File: src/bol_pkg.sv
// Shared types and constants for the bounded ordered list unit.
`default_nettype none

package bol_pkg;

   localparam int DATA_W = 32;
   localparam int KIND_W = 3;
   localparam int STATUS_W = 2;
   localparam int CAPACITY_DEFAULT = 64;

   typedef enum logic [KIND_W-1:0] {
      REQ_INS_HEAD   = 3'd0,
      REQ_INS_TAIL   = 3'd1,
      REQ_INS_AT     = 3'd2,
      REQ_INS_BEFORE = 3'd3,
      REQ_REM_HEAD   = 3'd4,
      REQ_REM_TAIL   = 3'd5,
      REQ_READ_AT    = 3'd6,
      REQ_CLEAR      = 3'd7
   } req_kind_type;

   typedef enum logic [STATUS_W-1:0] {
      STATUS_OK        = 2'd0,
      STATUS_FULL      = 2'd1,
      STATUS_NOT_FOUND = 2'd2,
      STATUS_EMPTY     = 2'd3
   } status_type;

   typedef enum logic [1:0] {
      CELL_HOLD   = 2'd0,
      CELL_INSERT = 2'd1,
      CELL_SHIFT  = 2'd2
   } cell_op_type;

   typedef enum logic {
      QUERY_POSITION = 1'b0,
      QUERY_MATCH    = 1'b1
   } query_type;

   typedef struct packed {
      cell_op_type         op;
      query_type           qkind;
      logic [DATA_W-1:0]   data;
      logic [DATA_W-1:0]   target;
   } cell_ctl_type;

endpackage

`default_nettype wire

File: src/bol_cell.sv
// One storage cell of the list chain with its shift and compare logic.
`default_nettype none

module bol_cell #(
   parameter int CAPACITY = bol_pkg::CAPACITY_DEFAULT,
   parameter int CELL_INDEX = 0,
   localparam int CNT_W = $clog2(CAPACITY + 1)
) (
   input  wire logic                         clock,
   input  wire bol_pkg::cell_ctl_type        ctl,
   input  wire logic [CNT_W-1:0]             ins_idx,
   input  wire logic [CNT_W-1:0]             key,
   input  wire logic [CNT_W-1:0]             count,
   input  wire logic [bol_pkg::DATA_W-1:0]   prev_value,
   input  wire logic [bol_pkg::DATA_W-1:0]   next_value,
   output logic [bol_pkg::DATA_W-1:0]        value,
   output logic                              hit
);

   localparam logic [CNT_W-1:0] MY_IDX = CNT_W'(CELL_INDEX);

   logic [bol_pkg::DATA_W-1:0] value_ff;
   logic [bol_pkg::DATA_W-1:0] value_in;
   logic                       match;

   always_comb begin
      value_in = value_ff;
      case (ctl.op)
         bol_pkg::CELL_INSERT: begin
            if (MY_IDX > ins_idx) begin
               value_in = prev_value;
            end else if (MY_IDX == ins_idx) begin
               value_in = ctl.data;
            end
         end
         bol_pkg::CELL_SHIFT: begin
            value_in = next_value;
         end
         default: begin
            value_in = value_ff;
         end
      endcase
   end

   always_ff @(posedge clock) begin
      value_ff <= value_in;
   end

   always_comb begin
      if (ctl.qkind == bol_pkg::QUERY_MATCH) begin
         match = (value_ff == ctl.target);
      end else begin
         match = (MY_IDX == key);
      end
      hit = (MY_IDX < count) && match;
   end

   assign value = value_ff;

endmodule

`default_nettype wire

File: config.mk
export PLATFORM = sky130hd
export DESIGN_NAME = bol_cell
export DESIGN_NICKNAME = d
export VERILOG_FILES = /design/src/bol_pkg.sv /design/src/bol_cell.sv
export SDC_FILE = /design/constraint.sdc
export NUM_CORES = 1
export LEC_CHECK = 0
export BUFFER_PORTS_ARGS = -buffer_cell sky130_fd_sc_hd__buf_4
export CORE_MARGIN = 2
export CORE_UTILIZATION = 35
export CTS_CLUSTER_SIZE = 16
export DETAILED_ROUTE_END_ITERATION = 10
export MAX_ROUTING_LAYER = met4
export PLACE_DENSITY_LB_ADDON = 0.05
export SLEW_MARGIN = 10
export SYNTH_ARGS = -nofsm -noshare
export SYNTH_HDL_FRONTEND = slang
export SYNTH_SLANG_ARGS = --single-unit
File: constraint.sdc
create_clock -name clock -period 1.8 [get_ports clock]
set_input_delay 0.09 -clock clock [delete_from_list [all_inputs] [get_ports clock]]
set_output_delay 0.09 -clock clock [all_outputs]
set_load 0.005 [all_outputs]
==> results of run 1 <==
-- cell usage after synthesis --
library cell  instances  area (um2)
edfxtp_1             32         961
buf_2                 2        10.0
nand4_1               8        50.1
nor3_1                3        15.0
nor2b_1               1        6.26
a31o_2                1        8.76
nor4b_1               1        8.76
nor2_1                1        3.75
a221oi_2              1        15.0
xnor2_1              32         280
mux2_2               32         360
buf_4                 2        15.0
a21oi_1               1        5.00
nor4_1                4        25.0
nand2_1               1        3.75
-- final timing paths --
path | start | endpoint | slack [ns] | cells after the start
worst max-delay path | value[29]$_DFFE_PP_ | hit | -0.15 | 6
worst min-delay path | next_value[0] | value[0]$_DFFE_PP_ | 0.11 | 2
-- cells by family after synthesis --
logic type	after synthesis	synth area share
AO/OA/AOI/OAI	3	0.0163
XOR/XNOR	32	0.159
buffers and inverters	4	0.0142
flip-flops	32	0.544
multiplexers	32	0.204
AND/OR/NAND/NOR	19	0.0637
-- worst max-delay path, cell delays in order, from the launching register on --
cell and delay (ns):
edfxtp_1 0.40, xnor2_1 0.17, nand4_1 0.15, nor4_2 0.37, nand2_1 0.11, a221oi_2 0.22
buf_4 0.14
-- stage by stage --
step | setup slack [ns] | hold slack (ns) | TNS, ns
2_1_floorplan | 0.357 | 0.222 | 0
3_3_place_gp | 0.114 | 0.393 | 0
3_5_place_dp | 0.0837 | 0.396 | 0
4_1_cts | -0.150 | 0.0962 | -0.150
5_1_grt | -0.243 | 0.0904 | -0.243
6_report | -0.148 | 0.106 | -0.148
-- routing by layer --
| layer | GRT usage | wire [um] | share of wire | up-vias |
|---|---|---|---|---|
| li1 | - | - | - | 784 |
| met1 | 0.191 | 1770 | 0.37 | 701 |
| met2 | 0.301 | 2440 | 0.51 | 97 |
| met3 | 0.0562 | 537 | 0.11 | 7 |
| met4 | 0.0675 | 80 | 0.017 | 0 |
| met5 | - | 0 | 0 | - |
-- layout make-up --
class	instances	area share
Timing Repair Buffer	157	0.379
Sequential cell	32	0.306
Tap cell	67	0.0267
Clock buffer	6	0.0231
Clock inverter	2	0.0112
Multi-Input combinational cell	86	0.253
-- power groups by stage --
stage | combinational [mW] | clock [mW] | sequential [mW]
2_1_floorplan | 0.170 | 0 | 0.947
4_1_cts | 0.498 | 0.689 | 0.928
6_report | 0.494 | 0.677 | 0.926
3_5_place_dp | 0.494 | 0 | 0.944
5_1_grt | 0.538 | 0.732 | 0.934
3_3_place_gp | 0.489 | 0 | 0.942
-- timing repair --
item                                    4_1_cts  5_1_grt
gates resized for setup                       1        0
setup buffers                                 0        1
endpoints found under the setup margin        1        1
pin swaps                                     1        4
cloned                                        0        0
==> impl_metrics.tcl, run 1 <==
set metrics [dict create \
    final_common_cell "buf_4" \
    largest_register_ffs 32 \
    p_sw_frac 0.214 \
    p_comb_frac 0.236 \
    cts_tree "yes" \
    synth.ff_latch_count 32 \
    fin_area_um2 3140 \
    grt_max_degree 33 \
    antenna_left 0 \
    period_needed_ns 1.95 \
    dp_hpwl_mm 3.89 \
    syn_nets 275 \
    cp.arrival_ns 1.86 \
    grt_use_total 0.177 \
    cp.required_ns 1.71 \
    p_clk_frac 0.323 \
    clk_pin_slew_ns 0.07 \
    slew_violations 0 \
    violations "negative setup slack" \
    hold_class "in2reg" \
    synth_cells 122 \
    io_buffers 153 \
    die_y_um 75.1 \
    drt_iter0_markers 49 \
    fp-row-count 25 \
    drt_wl_total_mm 4.82 \
    grt.overflow.total 0 \
    design_power_total_mw 2.10 \
    grt_pass1_vias 1616 \
    final_cell_mix "buf_4 (156), mux2_2 (32), xnor2_1 (32), edfxtp_1 (32), nand4_1 (8)" \
    drive_gt1_frac 0.707 \
    relSlewSlack 0.740 \
    max_cap_violations 0 \
    place_congestion 0.753 \
    critPathKind "reg2out" \
    finalSetupViolCount 1 \
    intPower_mw 1.65 \
    cts.path.max_buffers 2 \
    fill_cells 394 \
    cts_buffers 5 \
    outcome "complete, but fails checks" \
    finalNetCount 435 \
    route.vias.total 1589 \
    hold_viol 0 \
    cp-start-kind "register" \
    wire_per_inst_um 13.8 \
    seq_area_um2 961 \
    worst_slew_pin_slew_ns 0.387 \
    multi_input_area_um2 796 \
    fin_ws_ns -0.148 \
    end_kind "output pin" \
    power_frac_seq 0.442 \
    vdd_ir_drop_max_v 0.000529 \
    dp.cells 341 \
    post-route-period-util 1.08 \
    instances_no_fill 350 \
    cts_root_buffer "clkbuf_8" \
    yosysWarnings 0 \
    syn_area_um2 1770 \
    clock_sinks 32 \
    htree_levels 2 \
    switching_power_uw 448 \
    rsz0062_at_grt "yes" \
    cp_max_fo 2 \
    final_util 0.656 \
    antennaDiodeCount 0 \
    grt_pass1_wl_mm 7.03 \
    antenna_found_initial 0 \
    dr.pass1.iters 5 \
    synth_cell_types 15 \
    drc 0 \
    leakage_nw 1.33 \
    dpl-instance-area_um2 3020 \
    holdBufCountCts 0 \
    io_pins 186 \
    synth_area_per_cell_um2 14.5 \
    core_area_um2 4790 \
    syn_to_final_growth_pct 77.6 \
    ys_seq_area_frac 0.544 \
    timing.fmax_mhz 513 \
    die_w_um 75.1 \
    die-area_um2 5640 \
    start_util 0.369 \
    via_per_inst 4.54 \
    power_density_nw_per_um2 668 \
]
No activity file was read; power rests on OpenSTA's default activity.
==> run 2, diff against run 1 <==
Settings changed: CORE_UTILIZATION 35 to 38.
Clock period 1.8 ns to 2.5 ns, I/O delays scaled along.
==> impl_metrics.tcl, run 2 (synthesized netlist as in run 1, its figures left out) <==
set metrics [dict create \
    path_delay_family "simple AND/OR/NAND/NOR gates" \
    outcome "finished clean" \
    route.vias.total 1578 \
    cp.arrival_ns 1.85 \
    antenna_found_initial 0 \
    finalNetCount 433 \
    drt_wl_total_mm 4.97 \
    grt_pass1_wl_mm 7.38 \
    io_pins 186 \
    startpoint "value[10]$_DFFE_PP_" \
    final_cell_mix "buf_4 (155), mux2_2 (32), xnor2_1 (32), edfxtp_1 (32), nand4_1 (8)" \
    leakage_nw 1.30 \
    via_per_inst 4.75 \
    grt_max_degree 33 \
    post-route-period-util 0.788 \
    finalSetupViolCount 0 \
    die_w_um 72.2 \
    holdBufCountCts 0 \
    cp_max_fo 2 \
    critical-path-slowest-cell "edfxtp_1" \
    clk_pin_slew_ns 0.06 \
    die-area_um2 5210 \
    slew_violations 0 \
    cts_tree "yes" \
    hp-start "ctl[50]" \
    end_kind "output pin" \
    htree_levels 2 \
    critPathKind "reg2out" \
    worst_slew_pin_slew_ns 0.424 \
    drt_iter0_markers 54 \
    drive_gt1_frac 0.700 \
    drc 0 \
    final_common_cell "buf_4" \
    die_y_um 72.2 \
    fill_cells 371 \
    cp_num_buf_inv 1 \
    cts.path.max_buffers 2 \
    period_needed_ns 1.97 \
    cts.repair.resized 0 \
    place_congestion 0.777 \
    largest_register_ffs 32 \
    seq_area_um2 961 \
    timing.fmax_mhz 507 \
    grt_pass1_vias 1614 \
    final.setup.tns_ns 0 \
    start_util 0.401 \
    fin_area_um2 3060 \
    multi_input_area_um2 790 \
    final_util 0.692 \
    grt.overflow.total 0 \
    relSlewSlack 0.717 \
    cp.required_ns 2.38 \
    hold_viol 0 \
    io_buffers 153 \
    grt_use_total 0.195 \
    hold_class "in2reg" \
    clock_sinks 32 \
    critical_path.cell_chain "xnor2_1 > nand4_1 > nor4_1 > nand2_1 > a221oi_2 > buf_4" \
    wire_per_inst_um 15.0 \
    core_area_um2 4410 \
    dr.pass1.iters 4 \
    fp-row-count 24 \
    dp_hpwl_mm 4.09 \
    max_cap_violations 0 \
    power_density_nw_per_um2 451 \
    cts_buffers 5 \
    slowest_delay_ns 0.40 \
    antennaDiodeCount 0 \
    cp-start-kind "register" \
    rsz0062_at_grt "no" \
    post_cts_buffers 0 \
    hold_slack_ns 0.151 \
    dpl-instance-area_um2 2980 \
    cts_root_buffer "clkbuf_8" \
    syn_to_final_growth_pct 72.9 \
    antenna_left 0 \
    vdd_ir_drop_max_v 0.000475 \
]
[run 2: cell types whose count changed in the layout (fill, tap and decap cells not counted)]
cell,before,now
nor4_1,3,4
buf_12,1,0
bufinv_16,1,0
nor4_2,1,0
buf_4,156,155
[run 2: worst paths after layout]
path | cells past startpoint | slack [ns] | endpoint
hold / removal | 2 | 0.15 | value[18]$_DFFE_PP_
setup / recovery | 6 | 0.53 | hit
[run 2: per-layer routing]
metal,GRT usage,vias to the layer above,wire length [um],part of all wire
li1,-,777,-,-
met1,0.207,708,1730,0.35
met2,0.354,89,2670,0.54
met3,0.0597,4,523,0.11
met4,0.0419,0,35,0.0070
met5,-,-,0,0
[run 2: cell type report]
class	count	share of cell area
clock buffer	6	0.0237
sequential	32	0.314
tap	52	0.0213
timing repair buffer	155	0.381
clock inverter	1	0.00164
multi-input combinational	86	0.258
[run 2: power breakdown]
part	switching (mW)	internal, mW
Clock	0.173	0.189
Combinational	0.102	0.245
Sequential	0.0273	0.642
Total	0.302	1.08
[run 2: metrics by stage]
step                      worst slack (ns)  cells  total power [mW]
after CTS                            0.452    332              1.40
after global placement               0.760    325              1.03
after floorplan                       1.02    122             0.804
after global routing                 0.285    332              1.45
after detailed placement             0.760    325              1.03
final                                0.530    332              1.38
==> run 3, diff against run 2 <==
Settings changed: CORE_UTILIZATION 38 to 35.
Clock period 2.5 ns to 1.9 ns, I/O delays scaled along.
==> impl_metrics.tcl, run 3 (synthesized netlist as in run 1, its figures left out) <==
set metrics [dict create \
    outcome "complete, but fails checks" \
    violations "negative setup slack" \
    route.vias.total 1588 \
    drt_wl_total_mm 4.84 \
    drt_iter0_markers 42 \
    grt_max_degree 33 \
    power_density_nw_per_um2 591 \
    final_common_cell "buf_4" \
    grt.overflow.total 0 \
    cp-start-kind "register" \
    die-area_um2 5640 \
    fin_area_um2 3130 \
    post-route-period-util 1.00 \
    fp-row-count 25 \
    cts_tree "yes" \
    hold_class "in2reg" \
    cts_root_buffer "clkbuf_8" \
    largest_register_ffs 32 \
    hold_viol 0 \
    drc 0 \
    p_comb_frac 0.255 \
    finalNetCount 435 \
    io_buffers 153 \
    period_needed_ns 1.91 \
    clk_pin_slew_ns 0.07 \
    hold_depth 2 \
    p_clk_frac 0.270 \
    start_util 0.369 \
    wire_per_inst_um 13.8 \
    vdd_ir_drop_max_v 0.000441 \
    hold_end "value[3]$_DFFE_PP_" \
    dr.pass1.iters 3 \
    switching_power_uw 426 \
    max_cap_violations 0 \
    die_w_um 75.1 \
    antenna_left 0 \
    core_area_um2 4790 \
    intPower_mw 1.42 \
    final_cell_mix "buf_4 (156), mux2_2 (32), edfxtp_1 (32)" \
    dpl-instance-area_um2 3020 \
    worst_slew_pin_slew_ns 0.350 \
    fin_ws_ns -0.00795 \
    cp.required_ns 1.80 \
    die_y_um 75.1 \
    cp.arrival_ns 1.81 \
    syn_to_final_growth_pct 77.1 \
    dp.cells 341 \
    grt_pass1_wl_mm 7.04 \
    drive_gt1_frac 0.710 \
    p_sw_frac 0.230 \
    leakage_nw 1.34 \
    hold_slack_ns 0.111 \
    rsz0062_at_grt "yes" \
    antenna_found_initial 0 \
    grt_pass1_vias 1580 \
    end_kind "output pin" \
    instances_no_fill 350 \
    final_util 0.654 \
    power_frac_seq 0.475 \
    clock_sinks 32 \
    critPathKind "reg2out" \
    fill_cells 416 \
    htree_levels 2 \
    grt_use_total 0.177 \
    place_congestion 0.769 \
    io_pins 186 \
    antennaDiodeCount 0 \
    finalSetupViolCount 1 \
    via_per_inst 4.54 \
    cts_buffers 5 \
    relSlewSlack 0.765 \
    slew_violations 0 \
    holdBufCountCts 0 \
    hp-start "ctl[35]" \
    timing.fmax_mhz 524 \
    cp_max_fo 2 \
    cts.path.max_buffers 2 \
    design_power_total_mw 1.85 \
]
-- run 3: cell count changes in the layout (fill, tap and decap cells not counted), sizes merged --
cell and delta:
clkinv +2, buf +2, clkbuf -1
-- run 3: metal layers --
| layer | track usage | up-vias | wire, um | part of all wire |
|---|---|---|---|---|
| li1 | - | 782 | - | - |
| met1 | 0.188 | 705 | 1700 | 0.35 |
| met2 | 0.301 | 95 | 2490 | 0.52 |
| met3 | 0.0602 | 6 | 581 | 0.12 |
| met4 | 0.0694 | 0 | 65 | 0.013 |
| met5 | - | - | 0 | 0 |
-- run 3: worst max-delay path, stage by stage, from the launching register on --
cell	delay [ns]
edfxtp_1	0.41
xnor2_1	0.17
nand4_1	0.16
nor4_4	0.32
nand2_1	0.10
a221oi_2	0.22
buf_4	0.15
-- run 3: metrics by stage --
stage,setup TNS [ns],worst slack [ns]
6_report,-0.00795,-0.00795
5_1_grt,-0.171,-0.171
4_1_cts,-0.0177,-0.0177
3_5_place_dp,0,0.202
3_3_place_gp,0,0.210
2_1_floorplan,0,0.452
-- run 3: area by class of cell --
cell class	count	area [um2]	share of cell area
well taps	67	83.8	0.0268
clock buffers	5	68.8	0.0220
repair buffers	157	1190	0.380
flip-flops and latches	32	961	0.307
multi-input cells	86	812	0.259
clock inverters	3	13.8	0.00440
-- run 3: timing repair --
item / 4_1_cts / 5_1_grt
buffers inserted: 1 / 0
pin swaps: 1 / 0
setup endpoints to repair: 1 / 1
gates resized for setup: 1 / 2
-- run 3: how the worst max path moves through the flow --
stage / from / endpoint / slack (ns) / depth (start not counted)
2_1_floorplan: ctl[66] / value[0]$_DFFE_PP_ / 0.45 / 4
3_3_place_gp: value[11]$_DFFE_PP_ / hit / 0.21 / 6
3_5_place_dp: value[11]$_DFFE_PP_ / hit / 0.20 / 6
4_1_cts: value[4]$_DFFE_PP_ / hit / -0.02 / 6
5_1_grt: value[0]$_DFFE_PP_ / hit / -0.17 / 6
6_report: value[4]$_DFFE_PP_ / hit / -0.008 / 6
-- run 3: power groups by stage --
stage                     Clock [mW]  Sequential, mW  Combinational [mW]
after floorplan                    0           0.897               0.161
after global placement             0           0.892               0.463
after detailed placement           0           0.894               0.467
after CTS                      0.518           0.879               0.473
after global routing           0.545           0.886               0.513
final                          0.500           0.879               0.471
